## src/rtl/float32_add_sub_truncating_unit_macros.svh

```systemverilog
// Assertion macros for the float32 add/sub unit.
`ifndef FLOAT32_ADD_SUB_TRUNCATING_UNIT_MACROS_SVH
`define FLOAT32_ADD_SUB_TRUNCATING_UNIT_MACROS_SVH
`ifndef SYNTH
`define FAS_ASSERT_IMPL(label, clk, rst_n, ante, cons) \
    label: assert property (@(posedge clk) disable iff (!rst_n) (ante) |-> (cons)) \
        else $error("assertion failed");
`define FAS_ASSERT_NEXT(label, clk, rst_n, ante, cons) \
    label: assert property (@(posedge clk) disable iff (!rst_n) (ante) |=> (cons)) \
        else $error("assertion failed");
`else
`define FAS_ASSERT_IMPL(label, clk, rst_n, ante, cons)
`define FAS_ASSERT_NEXT(label, clk, rst_n, ante, cons)
`endif
`endif

```

## src/rtl/fas_pkg.sv

```systemverilog
`default_nettype none
package fas_pkg;
    localparam int FRAC_BITS = 23;
    localparam logic [7:0] EXP_MAX = 8'hFF;

    // Classified operation handed from the front to the back.
    typedef struct packed {
        logic        sign;
        logic        same_sign;
        logic        zero_sign;
        logic [7:0]  exp;
        logic [23:0] m1;
        logic [23:0] m2;
    } fas_op_t;
endpackage
`default_nettype wire

```

## src/rtl/float32_add_sub_truncating_unit.sv

```systemverilog
`default_nettype none
// Single-precision add/subtract with truncation (no rounding). One operation
// can be pushed every cycle while full is low; the front aligns the operands
// and places them in a two-entry queue, and the back finishes the sum,
// normalizes it and places the result in a two-entry output queue. A result
// passes through the first queue, then the output queue, before it is visible.
// NaN and infinity inputs are not special-cased, an exponent of 255 or more
// becomes infinity, and underflow flushes to a signed zero. Each beat on either
// side is independent: the unit holds no state beyond the queued items.
module float32_add_sub_truncating_unit (
    input  wire logic        clk,
    input  wire logic        rst_n,
    input  wire logic        push,
    output logic             full,
    input  wire logic [31:0] lhs,
    input  wire logic [31:0] rhs,
    input  wire logic        opcode,
    output logic             empty,
    input  wire logic        pop,
    output logic [31:0]      result
);
    import fas_pkg::*;

    fas_op_t     op_in, op_q;
    logic        mid_empty, out_full;
    logic [31:0] res_c;

    fas_front u_front (
        .lhs    (lhs),
        .rhs    (rhs),
        .opcode (opcode),
        .op     (op_in)
    );

    fas_queue #(.W($bits(fas_op_t))) u_mid (
        .clk   (clk),
        .rst_n (rst_n),
        .wr    (push),
        .wdata (op_in),
        .full  (full),
        .rd    (!out_full),
        .rdata (op_q),
        .empty (mid_empty)
    );

    fas_back u_back (
        .op     (op_q),
        .result (res_c)
    );

    fas_queue #(.W(32)) u_out (
        .clk   (clk),
        .rst_n (rst_n),
        .wr    (!mid_empty),
        .wdata (res_c),
        .full  (out_full),
        .rd    (pop),
        .rdata (result),
        .empty (empty)
    );
endmodule
`default_nettype wire

```

## src/rtl/fas_front.sv

```systemverilog
`default_nettype none
module fas_front (
    input  wire logic [31:0]     lhs,
    input  wire logic [31:0]     rhs,
    input  wire logic            opcode,
    output fas_pkg::fas_op_t     op
);
    import fas_pkg::*;

    logic        sa, sb, swap, s1, s2;
    logic [7:0]  ea, eb, e1, e2, diff;
    logic [22:0] fa, fb, f1, f2;
    logic [23:0] m2_full;

    always_comb
    begin
        sa = lhs[31];
        sb = rhs[31] ^ opcode;
        ea = lhs[30:23];
        eb = rhs[30:23];
        fa = lhs[22:0];
        fb = rhs[22:0];
        swap = (ea < eb) || ((ea == eb) && (fa < fb));
        s1 = swap ? sb : sa;
        s2 = swap ? sa : sb;
        e1 = swap ? eb : ea;
        e2 = swap ? ea : eb;
        f1 = swap ? fb : fa;
        f2 = swap ? fa : fb;
        diff = e1 - e2;
        m2_full = {(e2 != 8'd0), f2};
        op.sign = s1;
        op.same_sign = (s1 == s2);
        op.zero_sign = s1 & s2;
        op.exp = e1;
        op.m1 = {(e1 != 8'd0), f1};
        // A shift of 24 or more already clears a 24-bit significand.
        op.m2 = (diff >= 8'd24) ? 24'd0 : (m2_full >> diff[4:0]);
    end
endmodule
`default_nettype wire

```

## src/rtl/fas_queue.sv

```systemverilog
`default_nettype none
`include "float32_add_sub_truncating_unit_macros.svh"
module fas_queue #(
    parameter int W = 8
) (
    input  wire logic         clk,
    input  wire logic         rst_n,
    input  wire logic         wr,
    input  wire logic [W-1:0] wdata,
    output logic              full,
    input  wire logic         rd,
    output logic [W-1:0]      rdata,
    output logic              empty
);
    // Two-entry queue; full and empty come straight from registers.
    logic [W-1:0] mem_reg [2];
    logic         wp_reg, wp_next, rp_reg, rp_next;
    logic [1:0]   cnt_reg, cnt_next;
    logic         do_wr, do_rd;

    assign do_wr = wr && !full;
    assign do_rd = rd && !empty;
    assign full  = cnt_reg == 2'd2;
    assign empty = cnt_reg == 2'd0;
    assign rdata = mem_reg[rp_reg];

    always_comb
    begin
        wp_next  = wp_reg ^ do_wr;
        rp_next  = rp_reg ^ do_rd;
        cnt_next = cnt_reg + {1'b0, do_wr} - {1'b0, do_rd};
    end

    always_ff @(posedge clk)
    begin
        if (do_wr)
        begin
            mem_reg[wp_reg] <= wdata;
        end
    end

    always_ff @(posedge clk or negedge rst_n)
    begin
        if (!rst_n)
        begin
            wp_reg  <= 1'b0;
            rp_reg  <= 1'b0;
            cnt_reg <= 2'd0;
        end
        else
        begin
            wp_reg  <= wp_next;
            rp_reg  <= rp_next;
            cnt_reg <= cnt_next;
        end
    end

    `FAS_ASSERT_IMPL(a_cnt_range, clk, rst_n, 1'b1, cnt_reg != 2'd3)
    `FAS_ASSERT_NEXT(a_fill, clk, rst_n, do_wr && !do_rd, !empty)
    `FAS_ASSERT_NEXT(a_drain, clk, rst_n, do_rd && !do_wr, !full)
endmodule
`default_nettype wire

```

## src/rtl/fas_back.sv

```systemverilog
`default_nettype none
module fas_back (
    input  wire fas_pkg::fas_op_t op,
    output logic [31:0]           result
);
    import fas_pkg::*;

    logic [24:0] mag;
    logic [4:0]  lz;
    logic [23:0] norm;
    logic [9:0]  exp_n;

    always_comb
    begin
        mag = op.same_sign ? ({1'b0, op.m1} + {1'b0, op.m2})
                           : ({1'b0, op.m1} - {1'b0, op.m2});
        lz = 5'd23;
        for (int i = 0; i < 24; i++)
        begin
            if (mag[i])
            begin
                lz = 5'(23 - i);
            end
        end
        if (mag[24])
        begin
            norm  = mag[24:1];
            exp_n = {2'b00, op.exp} + 10'd1;
        end
        else
        begin
            norm  = mag[23:0] << lz;
            exp_n = {2'b00, op.exp} - {5'd0, lz};
        end
        if (mag == 25'd0)
        begin
            result = {op.zero_sign, 31'd0};
        end
        else if (exp_n[9] || exp_n == 10'd0)
        begin
            result = {op.sign, 31'd0};
        end
        else if (exp_n >= 10'd255)
        begin
            result = {op.sign, EXP_MAX, 23'd0};
        end
        else
        begin
            result = {op.sign, exp_n[7:0], norm[FRAC_BITS-1:0]};
        end
    end
endmodule
`default_nettype wire
```

## config.mk

```make
export PLATFORM = sky130hd
export DESIGN_NAME = float32_add_sub_truncating_unit
export DESIGN_NICKNAME = d
export VERILOG_FILES = /design/src/rtl/fas_pkg.sv /design/src/rtl/float32_add_sub_truncating_unit.sv /design/src/rtl/fas_front.sv /design/src/rtl/fas_queue.sv /design/src/rtl/fas_back.sv
export VERILOG_INCLUDE_DIRS = /design/src /design/src/rtl
export SDC_FILE = /design/constraint.sdc
export NUM_CORES = 1
export LEC_CHECK = 0
export ABC_AREA = 1
export ABC_CLOCK_PERIOD_IN_PS = 8039
export BUFFER_PORTS_ARGS = -buffer_cell sky130_fd_sc_hd__buf_2
export CAP_MARGIN = 25
export CORE_MARGIN = 2
export CORE_UTILIZATION = 51
export DETAILED_ROUTE_END_ITERATION = 8
export GPL_TIMING_DRIVEN = 1
export MAX_ROUTING_LAYER = met4
export PLACE_DENSITY_LB_ADDON = 0.25
export RECOVER_POWER = 50
export SLEW_MARGIN = 20
export SYNTH_ARGS = -nofsm -noshare
export SYNTH_HDL_FRONTEND = slang
export SYNTH_HIERARCHICAL = 1
export SYNTH_SLANG_ARGS = --single-unit
```

## constraint.sdc

```tcl
create_clock -name clk -period 8.04 [get_ports clk]
set_clock_uncertainty 0.05 [all_clocks]
set_input_delay 1.608 -clock clk [delete_from_list [all_inputs] [get_ports clk]]
set_output_delay 1.608 -clock clk [all_outputs]
set_load 0.05 [all_outputs]
```

==> impl_summary.log <==
[metrics] run status: complete, but fails checks
[metrics] violated checks: capacitance limit, slew limit
[metrics] average detailed-routed wire length per instance: approximately 15 um
[metrics] DP HPWL: 29900 um
[metrics] largest net degree at the start of global routing: approximately 110
[metrics] number of diodes: 0
[metrics] antenna-violating nets left: 0
[metrics] DRT Wirelength: 38900 um
[metrics] I/O pin count: 103
[metrics] delay of the slowest critical-path stage: between 0.4 and 0.5 ns
[metrics] Min Hold Slack: between 0.4 and 0.5 ns
[metrics] final-report setup violation count: 0
[metrics] Primary FF master, synth: edfxtp_1
[metrics] Placed Cells: between 2000 and 3000
[metrics] cell occurring most often along the worst timing path: nand2_1
[metrics] violation count after the first detailed-routing iteration: between 1000 and 1500
[metrics] vertical die dimension: around 180 um
[metrics] count of vias placed by the detailed router: about 13000
[metrics] count of buffer and inverter cells on the critical path: 6
[metrics] family of cells with the greatest summed delay on the critical path: simple AND/OR/NAND/NOR gates
[metrics] Clock Path Buffers: 2
[metrics] synthesized netlist net count: approximately 2200
[metrics] data arrival time of the worst path: roughly 7.1 ns
[metrics] setup repair after global routing missed its margin: false
[metrics] First-pass DRT Iterations: 7
[metrics] level count of the clock H-tree: 4
[metrics] ratio of routed vias to standard cells: between 5 and 6
[metrics] number of remaining DRC errors: 0
[metrics] number of different library cells in the post-synthesis netlist: 62
[metrics] clock latency of the later-clocked register in the worst-skew pair: roughly 0.44 ns
[metrics] global routing usage on met3: between 3 and 4%
[metrics] first-pass GRT wire length: ~62000 um
[metrics] shortest clock period the worst path allows after layout: between 7 and 8 ns
[metrics] count of yosys warnings during synthesis: 6
[metrics] Relative slew margins: -124%
[metrics] setup TNS: 0 ns
[metrics] Initial Util: a little over half
[metrics] post-layout instance count excluding filler cells: 2543
[metrics] count of final hold-check violations: 0
[metrics] maximum operating frequency: between 100 and 150 MHz
[metrics] number of input and output port buffers inserted: 102
[metrics] global routing met2 resource utilization: between 40% and 50%
[metrics] met1 Use GR: 31.3%
[metrics] number of slew-limit violations in the final report: roughly 190
[metrics] core area: 28900 um2
[metrics] via count of the first global-routing pass: 12500
[metrics] async set or reset register ratio after synthesis: 4.21%
[metrics] kind of capture point of the worst setup path: flop
[metrics] clock tree sinks: between 150 and 200
[metrics] total congestion overflow: 0
[metrics] period utilisation layout: 87.7%
[metrics] Post-CTS Hold Fix Bufs: 0
[metrics] endpoint required time on the critical path: roughly 8 ns
[metrics] top library cells by usage in the layout, fill and taps aside: nand2_1, nand3_1, inv_1
[metrics] nets@finish: 2289
[metrics] Final Wtd Congestion: 0.975
[metrics] post-synthesis area per instance: approximately 7.2 um2
[metrics] # rows: between 60 and 70
[metrics] clock root cell: clkbuf_16
[metrics] busiest layer in global routing: met2
[metrics] post-synthesis instance area: 15100 um2
[metrics] number of resized instances in the post-cts repair step: 0
[metrics] total routing usage reported by global routing: a little over a quarter
[metrics] die area: 31000 um2
[metrics] area delta synth->final: 7.48%
[metrics] number of CTS-inserted buffers: 17
[metrics] fraction of layout cells with a size suffix above 1: around 11%
[metrics] post-synthesis instance total: about 2100
[metrics] type of origin of the critical path: flop
[metrics] Max FO, Critical Path: 34
[metrics] number of flip-flops under the largest register name: between 100 and 150
[metrics] clock transition time at the flip-flop clock pins of the worst setup and hold paths: 0.09 ns
[metrics] hold crit path type: flop to flop
[metrics] initial antenna violation count: 0
[metrics] number of maximum-capacitance violations: 4
[metrics] Seq/Total Area, Yosys: between 30% and 40%
[metrics] worst-margin pin slew: ~3.4 ns
[metrics] cell with the largest stage delay on the worst path: dfrtp_2
[metrics] Die Wd: ~180 um
[metrics] CTS tree: yes
[metrics] most common cell after layout, fill and taps aside: nand2_1
[metrics] setup fix buffers added after clock tree synthesis: 0
[metrics] post-synthesis register bit count: 190
[metrics] Post-synth EDFFs: 182
[metrics] path type of the worst setup path: flop to flop
-- per-stage QoR --
step                      util [%]  instance area (um2)  worst slack [ns]
after CTS                     56.2                16300             0.806
after global routing          56.1                16200            0.0634
after detailed placement      54.1                15700             0.945
after floorplan                  -                15100              1.69
after global placement        54.1                15700              1.07
final                         56.1                16200             0.988
-- cells in the mapped netlist, types with 3 or more instances --
library cell,number,area share [%]
nor2_8,3,0.40
clkbuf_1,20,0.50
nand2_1,831,21
nand2_2,33,1.4
nand3b_1,4,0.20
o21ai_1,9,0.30
nor2_4,3,0.22
a31oi_1,3,0.12
o21ai_2,4,0.23
o21ai_0,65,2.2
dfrtp_1,8,1.3
xnor2_1,9,0.52
buf_2,19,0.63
a21oi_2,4,0.23
xor2_1,27,1.6
buf_6,23,1.7
a21oi_1,55,1.8
nor3_1,12,0.40
nor2_2,16,0.66
buf_1,4,0.099
nor2_1,103,2.6
nand3_2,6,0.40
inv_2,8,0.20
inv_1,205,5.1
buf_4,15,0.75
nand3_1,285,9.5
ha_1,72,6.0
nor4_1,5,0.21
edfxtp_1,182,36
nand4_1,8,0.33
-- layer usage --
layer  share of wire, %  routed length [um]  vias to the layer above
li1                   -                   -                     6916
met1                 43               16700                     6129
met2                 50               19400                      391
met3                4.4                1720                       58
met4                2.8                1090                        0
met5                  0                   0                        -
-- area by class of cell --
type | instances | area (um2)
fill | 2813 | 12700
multi-input combinational | 1598 | 8020
sequential | 190 | 5670
inverter | 217 | 823
timing repair buffer | 122 | 631
tap | 384 | 480
clock buffer | 18 | 439
clock inverter | 14 | 160
-- worst reg2reg max path: cells and delay by family (launching register included) --
family / cells / cell delay [ns]
adders and majority gates: 2 / 0.62
AOI/OAI and AO/OA: 6 / 1.30
buffers and inverters: 6 / 1.22
xor gates and xnor gates: 1 / 0.37
DFF: 1 / 0.49
and+or+nand+nor: 20 / 2.68
-- final timing paths --
| kind | from | endpoint | slack [ns] | depth (start not counted) |
|---|---|---|---|---|
| min | u_out/rp_reg$_DFF_PN0_ | u_out/rp_reg$_DFF_PN0_ | 0.43 | 2 |
| min in group asynchronous | rst_n | u_mid/rp_reg$_DFF_PN0_ | 1.14 | 1 |
| max in group asynchronous | rst_n | u_mid/rp_reg$_DFF_PN0_ | 6.29 | 1 |
| max reg2reg | u_mid/rp_reg$_DFF_PN0_ | u_out/mem_reg[0][25]$_DFFE_PP_ | 0.99 | 35 |
| max | u_mid/rp_reg$_DFF_PN0_ | u_out/mem_reg[0][25]$_DFFE_PP_ | 0.99 | 35 |
| min reg2reg | u_out/rp_reg$_DFF_PN0_ | u_out/rp_reg$_DFF_PN0_ | 0.43 | 2 |
-- cells by family (layout without fill, tap and decap cells) --
family | after synthesis | in the layout | share of synthesized area (%)
xor gates and xnor gates | 40 | 40 | 2.60
DFF | 190 | 190 | 37.5
adders and majority gates | 74 | 74 | 6.23
muxes | 1 | 1 | 0.0746
buffers and inverters | 300 | 371 | 9.42
and+or+nand+nor | 1322 | 1322 | 37.9
AOI/OAI and AO/OA | 161 | 161 | 6.25
Power is not shown: default switching activity piles up to over one toggle a cycle in this logic, so the estimate is an artifact.
